--- config.mk ---
export PLATFORM = sky130hd
export DESIGN_NAME = positional_pid_controller_core
export DESIGN_NICKNAME = d
export VERILOG_FILES = /design/src/hdl/ppid_pkg.sv /design/src/hdl/ppid_cfg_regs.sv /design/src/hdl/ppid_datapath.sv /design/src/hdl/positional_pid_controller_core.sv
export SDC_FILE = /design/constraint.sdc
export NUM_CORES = 2
export LEC_CHECK = 0
export BUFFER_PORTS_ARGS = -buffer_cell sky130_fd_sc_hd__buf_4
export CORE_AREA = 3 3 295 297
export CTS_CLUSTER_SIZE = 25
export DETAILED_ROUTE_END_ITERATION = 10
export DIE_AREA = 0 0 298 300
export HOLD_SLACK_MARGIN = 0.03
export PLACE_DENSITY = 0.82
export SKIP_LAST_GASP = 1
export SYNTH_ARGS = -nofsm -noshare
export SYNTH_HDL_FRONTEND = slang
export SYNTH_SLANG_ARGS = --single-unit
--- constraint.sdc ---
create_clock -name clk -period 35.4 [get_ports clk]
set_input_delay 10.62 -clock clk [delete_from_list [all_inputs] [get_ports clk]]
set_output_delay 10.62 -clock clk [all_outputs]
set_load 0.05 [all_outputs]
--- src/hdl/ppid_pkg.sv ---
`timescale 1ns / 1ps

package ppid_pkg;

  // fixed-point format of the gains
  localparam int GAIN_FRAC_BITS = 8;

  localparam int GAIN_W   = 16;
  localparam int SMP_W    = 16;
  localparam int ERR_W    = 17;
  localparam int SUM_W    = 32;
  localparam int CFG_IDX_W = 3;
  localparam int CFG_DAT_W = 32;

  // configuration register indexes
  localparam logic [CFG_IDX_W-1:0] REG_GAIN_PROP      = 3'd0;
  localparam logic [CFG_IDX_W-1:0] REG_GAIN_INTEG     = 3'd1;
  localparam logic [CFG_IDX_W-1:0] REG_GAIN_DERIV     = 3'd2;
  localparam logic [CFG_IDX_W-1:0] REG_DRIVE_UPPER    = 3'd3;
  localparam logic [CFG_IDX_W-1:0] REG_DRIVE_LOWER    = 3'd4;
  localparam logic [CFG_IDX_W-1:0] REG_INTEGRAL_LIMIT = 3'd5;

  // reset values
  localparam logic [GAIN_W-1:0]       RST_GAIN_PROP      = 16'd13312;
  localparam logic [GAIN_W-1:0]       RST_GAIN_INTEG     = 16'd128;
  localparam logic [GAIN_W-1:0]       RST_GAIN_DERIV     = 16'd64000;
  localparam logic signed [SMP_W-1:0] RST_DRIVE_UPPER    = 16'sd9000;
  localparam logic signed [SMP_W-1:0] RST_DRIVE_LOWER    = -16'sd9000;
  localparam logic signed [SUM_W-1:0] RST_INTEGRAL_LIMIT = 32'sd500;

  typedef struct packed {
    logic [GAIN_W-1:0]       gain_prop;
    logic [GAIN_W-1:0]       gain_integ;
    logic [GAIN_W-1:0]       gain_deriv;
    logic signed [SMP_W-1:0] drive_upper;
    logic signed [SMP_W-1:0] drive_lower;
    logic signed [SUM_W-1:0] integral_limit;
  } cfg_t;

  typedef struct packed {
    logic signed [ERR_W-1:0] last_error;
    logic signed [SUM_W-1:0] error_sum;
  } state_t;

endpackage

--- src/hdl/ppid_cfg_regs.sv ---
`timescale 1ns / 1ps

module ppid_cfg_regs (
  input  logic                               clk,
  input  logic                               rst_n,
  input  logic                               wr_en,
  input  logic [ppid_pkg::CFG_IDX_W-1:0]     wr_index,
  input  logic [ppid_pkg::CFG_DAT_W-1:0]     wr_data,
  output ppid_pkg::cfg_t                     cfg
);

  ppid_pkg::cfg_t cfg_r;
  ppid_pkg::cfg_t cfg_nxt;

  always_comb begin
    cfg_nxt = cfg_r;
    if (wr_en) begin
      case (wr_index)
        ppid_pkg::REG_GAIN_PROP:      cfg_nxt.gain_prop      = wr_data[15:0];
        ppid_pkg::REG_GAIN_INTEG:     cfg_nxt.gain_integ     = wr_data[15:0];
        ppid_pkg::REG_GAIN_DERIV:     cfg_nxt.gain_deriv     = wr_data[15:0];
        ppid_pkg::REG_DRIVE_UPPER:    cfg_nxt.drive_upper    = $signed(wr_data[15:0]);
        ppid_pkg::REG_DRIVE_LOWER:    cfg_nxt.drive_lower    = $signed(wr_data[15:0]);
        ppid_pkg::REG_INTEGRAL_LIMIT: cfg_nxt.integral_limit = $signed(wr_data);
        default: ;  // unknown index, write dropped
      endcase
    end
  end

  always_ff @(posedge clk) begin
    if (!rst_n) begin
      cfg_r.gain_prop      <= ppid_pkg::RST_GAIN_PROP;
      cfg_r.gain_integ     <= ppid_pkg::RST_GAIN_INTEG;
      cfg_r.gain_deriv     <= ppid_pkg::RST_GAIN_DERIV;
      cfg_r.drive_upper    <= ppid_pkg::RST_DRIVE_UPPER;
      cfg_r.drive_lower    <= ppid_pkg::RST_DRIVE_LOWER;
      cfg_r.integral_limit <= ppid_pkg::RST_INTEGRAL_LIMIT;
    end else begin
      cfg_r <= cfg_nxt;
    end
  end

  assign cfg = cfg_r;

endmodule

--- src/hdl/ppid_datapath.sv ---
`timescale 1ns / 1ps

module ppid_datapath (
  input  ppid_pkg::cfg_t                          cfg,
  input  ppid_pkg::state_t                        state,
  input  logic signed [ppid_pkg::SMP_W-1:0]       setpoint,
  input  logic signed [ppid_pkg::SMP_W-1:0]       measured,
  output logic signed [ppid_pkg::SMP_W-1:0]       drive,
  output logic                                    clamped,
  output ppid_pkg::state_t                        state_nxt
);

  localparam int ERR_W  = ppid_pkg::ERR_W;
  localparam int SUM_W  = ppid_pkg::SUM_W;
  localparam int DIFF_W = ERR_W + 1;
  localparam int G_W    = ppid_pkg::GAIN_W + 1;
  localparam int PP_W   = G_W + ERR_W;
  localparam int PI_W   = G_W + SUM_W;
  localparam int PD_W   = G_W + DIFF_W;
  localparam int ACC_W  = PI_W + 2;
  localparam int V_W    = ACC_W - ppid_pkg::GAIN_FRAC_BITS;

  logic signed [ERR_W-1:0]  err;
  logic signed [DIFF_W-1:0] diff;
  logic signed [G_W-1:0]    gp, gi, gd;
  logic signed [PP_W-1:0]   p_prop;
  logic signed [PI_W-1:0]   p_integ;
  logic signed [PD_W-1:0]   p_deriv;
  logic signed [ACC_W-1:0]  acc;
  logic signed [V_W-1:0]    v_raw, v_hi, v_out;
  logic signed [V_W-1:0]    upper_ext, lower_ext;
  logic                     hit_hi, hit_lo;
  logic signed [SUM_W:0]    sum_raw, sum_hi, limit_ext, min_ext;

  always_comb begin
    err  = ERR_W'(setpoint) - ERR_W'(measured);
    diff = DIFF_W'(err) - DIFF_W'(state.last_error);

    // gains are unsigned, widen with a zero sign bit
    gp = $signed({1'b0, cfg.gain_prop});
    gi = $signed({1'b0, cfg.gain_integ});
    gd = $signed({1'b0, cfg.gain_deriv});

    p_prop  = PP_W'(gp) * PP_W'(err);
    p_integ = PI_W'(gi) * PI_W'(state.error_sum);
    p_deriv = PD_W'(gd) * PD_W'(diff);

    acc = ACC_W'(p_prop) + ACC_W'(p_integ) + ACC_W'(p_deriv);

    // arithmetic shift floors toward minus infinity
    v_raw = acc[ACC_W-1:ppid_pkg::GAIN_FRAC_BITS];

    upper_ext = V_W'(cfg.drive_upper);
    lower_ext = V_W'(cfg.drive_lower);

    // upper clamp first, then lower clamp on the result
    hit_hi = v_raw > upper_ext;
    v_hi   = hit_hi ? upper_ext : v_raw;
    hit_lo = v_hi < lower_ext;
    v_out  = hit_lo ? lower_ext : v_hi;

    drive   = v_out[ppid_pkg::SMP_W-1:0];
    clamped = hit_hi | hit_lo;

    // integral update: clamp above at the limit, saturate at the 32-bit floor
    sum_raw   = (SUM_W+1)'(state.error_sum) + (SUM_W+1)'(err);
    limit_ext = (SUM_W+1)'(cfg.integral_limit);
    min_ext   = $signed({1'b1, {SUM_W{1'b0}}}) >>> 1;
    sum_hi    = (sum_raw > limit_ext) ? limit_ext : sum_raw;
    if (sum_hi < min_ext) begin
      sum_hi = min_ext;
    end

    state_nxt.error_sum  = sum_hi[SUM_W-1:0];
    state_nxt.last_error = err;
  end

endmodule

--- src/hdl/positional_pid_controller_core.sv ---
`timescale 1ns / 1ps
// positional pid controller with output clamp and one-sided integral limit
// an accepted input passes through the input register, then the result register, to out_tvalid
// throughput: one item per cycle while out_tready holds the result stream open, set by the state_r update loop
// reset (rst_n low, synchronous): gains, clamps and integral limit to defaults, integral and
// previous error to zero, both pipeline registers empty

module positional_pid_controller_core (
  input  logic                               clk,
  input  logic                               rst_n,

  // input stream
  input  logic                               in_tvalid,
  output logic                               in_tready,
  input  logic [31:0]                        in_tdata,   // [15:0] setpoint, [31:16] measured

  // result stream
  output logic                               out_tvalid,
  input  logic                               out_tready,
  output logic [15:0]                        out_tdata,  // [15:0] drive
  output logic                               out_tuser,  // [0] clamped

  // configuration write channel
  input  logic                               cfg_valid,
  output logic                               cfg_ready,
  input  logic [ppid_pkg::CFG_IDX_W-1:0]     cfg_index,
  input  logic [ppid_pkg::CFG_DAT_W-1:0]     cfg_data
);

  ppid_pkg::cfg_t   cfg;
  ppid_pkg::state_t state_r, state_nxt;

  // input register
  logic                               in_vld_r;
  logic signed [ppid_pkg::SMP_W-1:0]  setpoint_r;
  logic signed [ppid_pkg::SMP_W-1:0]  measured_r;

  // result register
  logic                               out_vld_r;
  logic [15:0]                        drive_r;
  logic                               clamped_r;

  logic signed [ppid_pkg::SMP_W-1:0]  drive_c;
  logic                               clamped_c;
  logic                               advance;

  // registers are always writable; writes must happen only while idle, which the block does not enforce
  assign cfg_ready = 1'b1;

  ppid_cfg_regs u_cfg (
    .clk      (clk),
    .rst_n    (rst_n),
    .wr_en    (cfg_valid & cfg_ready),
    .wr_index (cfg_index),
    .wr_data  (cfg_data),
    .cfg      (cfg)
  );

  ppid_datapath u_dp (
    .cfg       (cfg),
    .state     (state_r),
    .setpoint  (setpoint_r),
    .measured  (measured_r),
    .drive     (drive_c),
    .clamped   (clamped_c),
    .state_nxt (state_nxt)
  );

  // item moves from input register to result register when the latter is empty or being read out
  assign advance   = in_vld_r & (~out_vld_r | out_tready);
  // input register refills as soon as it empties or moves on this cycle
  assign in_tready = ~in_vld_r | advance;

  always_ff @(posedge clk) begin
    if (!rst_n) begin
      in_vld_r   <= 1'b0;
      out_vld_r  <= 1'b0;
      state_r    <= '0;
    end else begin
      if (in_tready) begin
        in_vld_r <= in_tvalid;
      end
      if (advance) begin
        out_vld_r <= 1'b1;
        state_r   <= state_nxt;   // controller state advances once per item
      end else if (out_tready) begin
        out_vld_r <= 1'b0;
      end
    end
  end

  // payload registers, no reset needed
  always_ff @(posedge clk) begin
    if (in_tvalid & in_tready) begin
      setpoint_r <= $signed(in_tdata[15:0]);
      measured_r <= $signed(in_tdata[31:16]);
    end
    if (advance) begin
      drive_r   <= drive_c;
      clamped_r <= clamped_c;
    end
  end

  assign out_tvalid = out_vld_r;
  assign out_tdata  = drive_r;
  assign out_tuser  = clamped_r;

endmodule
# ---- Word-level counts from Yosys, hierarchy flattened
# Index checks and enable logic that the tools add are counted.
dict set report classes {
  reduce_logical 8
  n_mul 3
  add_sub_neg 5
  n_mux 6
  n_eq_ne 5
  bitwise 7
  n_lt_le_gt_ge 4
}
# operator n
set op_table {}
lappend op_table {{adder 50 x 35 -> 51 bit} 1}
lappend op_table {{adder 34 x 49 -> 50 bit} 1}
lappend op_table {{multiplier 17 x 32 -> 49 bit} 1}
lappend op_table {{greater-than comparator 43 x 16 -> 1 bit} 1}
lappend op_table {{less-than comparator 43 x 16 -> 1 bit} 1}
lappend op_table {{2-to-1 mux 43 bit} 1}
lappend op_table {{multiplier 17 x 18 -> 35 bit} 1}
lappend op_table {{multiplier 17 x 17 -> 34 bit} 1}
lappend op_table {{adder 32 x 17 -> 33 bit} 1}
lappend op_table {{greater-than comparator 33 x 32 -> 1 bit} 1}
lappend op_table {{less-than comparator 33 x 32 -> 1 bit (second input constant)} 1}
lappend op_table {{2-to-1 mux 33 bit} 1}
lappend op_table {{2-to-1 mux 32 bit} 1}
lappend op_table {{subtractor 17 x 17 -> 18 bit} 1}
lappend op_table {{subtractor 16 x 16 -> 17 bit} 1}
lappend op_table {{2-to-1 mux 16 bit} 1}
lappend op_table {{AND reduction 2 bit} 6}
lappend op_table {{equality test 3 x 2 -> 1 bit (second input constant)} 2}
lappend op_table {{equality test 3 bit (second input constant)} 2}
lappend op_table {{equality test 3 x 1 -> 1 bit (second input constant)} 1}
lappend op_table {{logical NOT 3 bit} 1}
lappend op_table {{bitwise OR 1 bit} 3}
lappend op_table {{AND 1 bit} 2}
lappend op_table {{2-to-1 mux 1 bit} 2}
lappend op_table {{2 further kinds} 3}
dict set report totals {
  elab_cells 52
  reg_bits 212
  out_inout_bits 20
  input_bits 72
}

# ---- Logic depth before layout (Yosys ltp)
dict set report depth {
  depth_word 8
  mapped_depth 76
  depth_no_buf 69
}

# ---- Modules after synthesis
# A second synthesis with hierarchy kept.
dict set report hier_totals {
  cells_unflattened 5979
  area_unflattened_um2 55455.7
}
# module instances cells_each area_each_um2 seq_area_each_um2
set modules_own_cells {}
lappend modules_own_cells {ppid_datapath 1 5283 47558.1 0.0}
lappend modules_own_cells {ppid_cfg_regs 1 423 4329.2 2242.2}
lappend modules_own_cells {positional_pid_controller_core 1 273 3568.4 2492.4}

# ---- Worst setup path after synthesis
# No wires, ideal clock.
dict set report synth_timing {
  path_type {input -> output}
  start {input port out_tready}
  end {output port in_tready}
  required_ps 24780
  cell_stages 2
  arrival_ps 11126
  path_buffers 0
  path_slack_ps 13654
  cell_sequence {nor2b_1 nand2_1}
}
dict set report synth_via {
  elab_chain_cells 3
}
# item line_no
set synth_rtl {}
lappend synth_rtl {{from (decl)} positional_pid_controller_core.sv:19} ;# input logic out_tready,
lappend synth_rtl {{bitwise OR 1 bit} positional_pid_controller_core.sv:70} ;# assign advance = in_vld_r & (~out_vld_r | out_tready);
lappend synth_rtl {{AND 1 bit} positional_pid_controller_core.sv:70}
lappend synth_rtl {{bitwise OR 1 bit} positional_pid_controller_core.sv:72} ;# assign in_tready = ~in_vld_r | advance;
lappend synth_rtl {{to (decl)} positional_pid_controller_core.sv:14} ;# output logic in_tready,
# Every way passes these cells.

# ---- Worst setup path after layout
# Same ends and word-level chain as after synthesis.

==> qor.yml <==
fin_cells: 7162
fin_ws_ns: 13.51
place_inst: 7120
root_buffer: "clkbuf_16"
clock-sinks: 212
crit_path_end_kind: "primary output"
path_delay_family: "simple AND/OR/NAND/NOR gates"
cts_buffers: 23
drc: 0
clock_latency_ns: 0.57
synth_nets: 7823
finalInstanceArea_um2: 57460
synth_flop_cell: "dfxtp_1"
crit_path_top_delay_cell: "nor2b_1"
vias_per_cell: 5.771
overflow: 0
holdBufCountCts: 0
arrival_ns: 11.27
ys_seq_elements: 212
layout.nets: 7771
synth_edf_count: 49
final-setup-viol-count: 0
dp_slack_ns: 13.53
grt_usage_pct: 33.45
timing.fmax_mhz: 45.68
yosysUniqueCellTypes: 82
dpl-instance-area_um2: 56740
skew_ns: 0.02386
post_cts_buffers: 0
via_count: 41330
ios: 92
synthToLayoutAreaGrowth_pct: 4.723
firstDrtPassIters: 6
maxCapViolCount: 0
start_util_pct: 64.65
slew_violations: 0
grt_antenna_before_repair: 2
drive_gt1_share_pct: 4.704
crit_top_cell: "buf_4"
path_class: "in -> out"
hold_viol: 0
async_flop_share_pct: 0
detailedRoute.firstIterationViolations: 3427
dp_hpwl_mm: 120.1
path_clk_slew_ns: 0.06
gp_congestion: 0.9717
cts_buffer_depth: 3
min_period_ns: 21.89
rows: 107
ant_nets: 0
setup_tns_ns: 0
crit_chain: "buf_4 > nor2b_1 > nand2_1 > buf_4"
die_area_um2: 89400
cts_resized: 0
critPathMaxStageDelay_ns: 0.22
wirelength_mm: 143.8
worstPathRequired_ns: 24.78
synthCells: 6053
period_share_pct: 61.84
die_y_um: 300
max_slew_margin_pct: 11.19
tritoncts: "yes"
h-tree-depth: 1
grt_pass1_wl_mm: 235.6
wl_met3_mm: 17.23
status: "completed"
wl_met1_mm: 56.60
worstSetupStartpointType: "input port"
core_area_um2: 84880
fp.dieW_um: 298
tightestPinTransition_ns: 1.330
worstPathMaxFanout: 4
portBuffers: 90
drt-wirelength-per-cell_um: 20.08
hp-class: "reg -> reg"
fillers: 6504
wl_met2_mm: 65.24
synth_warnings: 0
syn-cell-area_um2: 54870
rsz0062_at_grt: "false"
ys_seq_area_share_pct: 8.629
crit_buf_inv: 2
avgSynthCellArea_um2: 9.065
highest_layer: "met4"
grt_max_degree: 98
grt_pass1_vias: 44480
## cell type report
cell class              count  area, µm²  area share, %
diodes                      2      5.005       0.008710
clock buffers              29      608.1          1.058
clock inverters            11      111.4         0.1938
inverters                1357       5094          8.864
multi-input cells        4249      44290          77.07
flip-flops and latches    212       4738          8.246
well taps                1144       1431          2.491
repair buffers            158       1186          2.064
## layout by cell type, fill, tap and decap left out, types with 25 or more instances in the layout
cell type and count:
o211ai_1 25, xor2_1 32, dfxtp_1 160, nand2_1 906
or3_1 30, edfxtp_1 49, nor3_1 72, inv_1 1357
xnor2_1 53, nand4_1 30, o21ai_0 125, a21boi_0 95
nor2_1 129, a21o_1 61, and2_1 486, nand3_1 38
fa_1 1193, ha_1 505, nor2b_1 61, buf_4 158
a21oi_1 139, nand2b_1 25
## metrics by stage
step | hold WS (ns) | util [%]
floorplan | 0.4422 | -
global placement | 0.4499 | 66.84
detailed placement | 0.4572 | 66.84
CTS | 0.4681 | 67.69
global route | 0.4882 | 67.69
finish | 0.4662 | 67.70
## synthesized netlist by cell type (all sizes together) (61+ instances only)
library cell	instances	area, µm²
inv	1357	5094
fa	1193	23880
nand2	906	3401
ha	505	6319
and2	487	3047
clkbuf	218	819.5
dfxtp	163	3263
a21oi	140	700.7
nor2	131	494.2
o21ai	129	656.9
a21boi	99	743.2
nor3	73	370.4
xnor2	65	584.3
a21o	61	457.9
nor2b	61	381.6
## routing by layer
layer | GRT usage [%] | vias to the layer above
met5 | 0 | -
met4 | 10.24 | 0
met3 | 8.203 | 353
met2 | 52.70 | 1986
met1 | 46.29 | 20860
li1 | - | 18130
## worst min-delay path, stage by stage, from the launching register on
cell and delay, ns:
dfxtp_1 0.31, nand2_1 0.05, a21boi_0 0.06
## cell families after synthesis
family | share of synthesized area (%)
simple gates | 16.00
fa+ha+maj | 55.04
buf+inv | 10.93
compound gates | 7.418
flops | 8.629
xor+xnor | 1.624
mux | 0.3466
other cells | 0.006834
## registers in the layout, summed over array words and instances, names as in the netlist
name / flops
setpoint_r: 16
in_vld_r: 1
out_tvalid: 1
measured_r: 16
state_r: 49
out_tdata: 16
u_cfg.cfg: 112
out_tuser: 1
## final timing paths
path | start | to | slack (ns) | cells after the start
max | out_tready | in_tready | 13.51 | 4
max reg2reg | measured_r[1] | out_tdata[0] | 15.38 | 63
min reg2reg | state_r[46] | state_r[46] | 0.47 | 2
min | state_r[46] | state_r[46] | 0.47 | 2
Power is left out: the tool's default activity adds up to more than one toggle a clock period on the data nets, which glitch-free logic cannot reach.
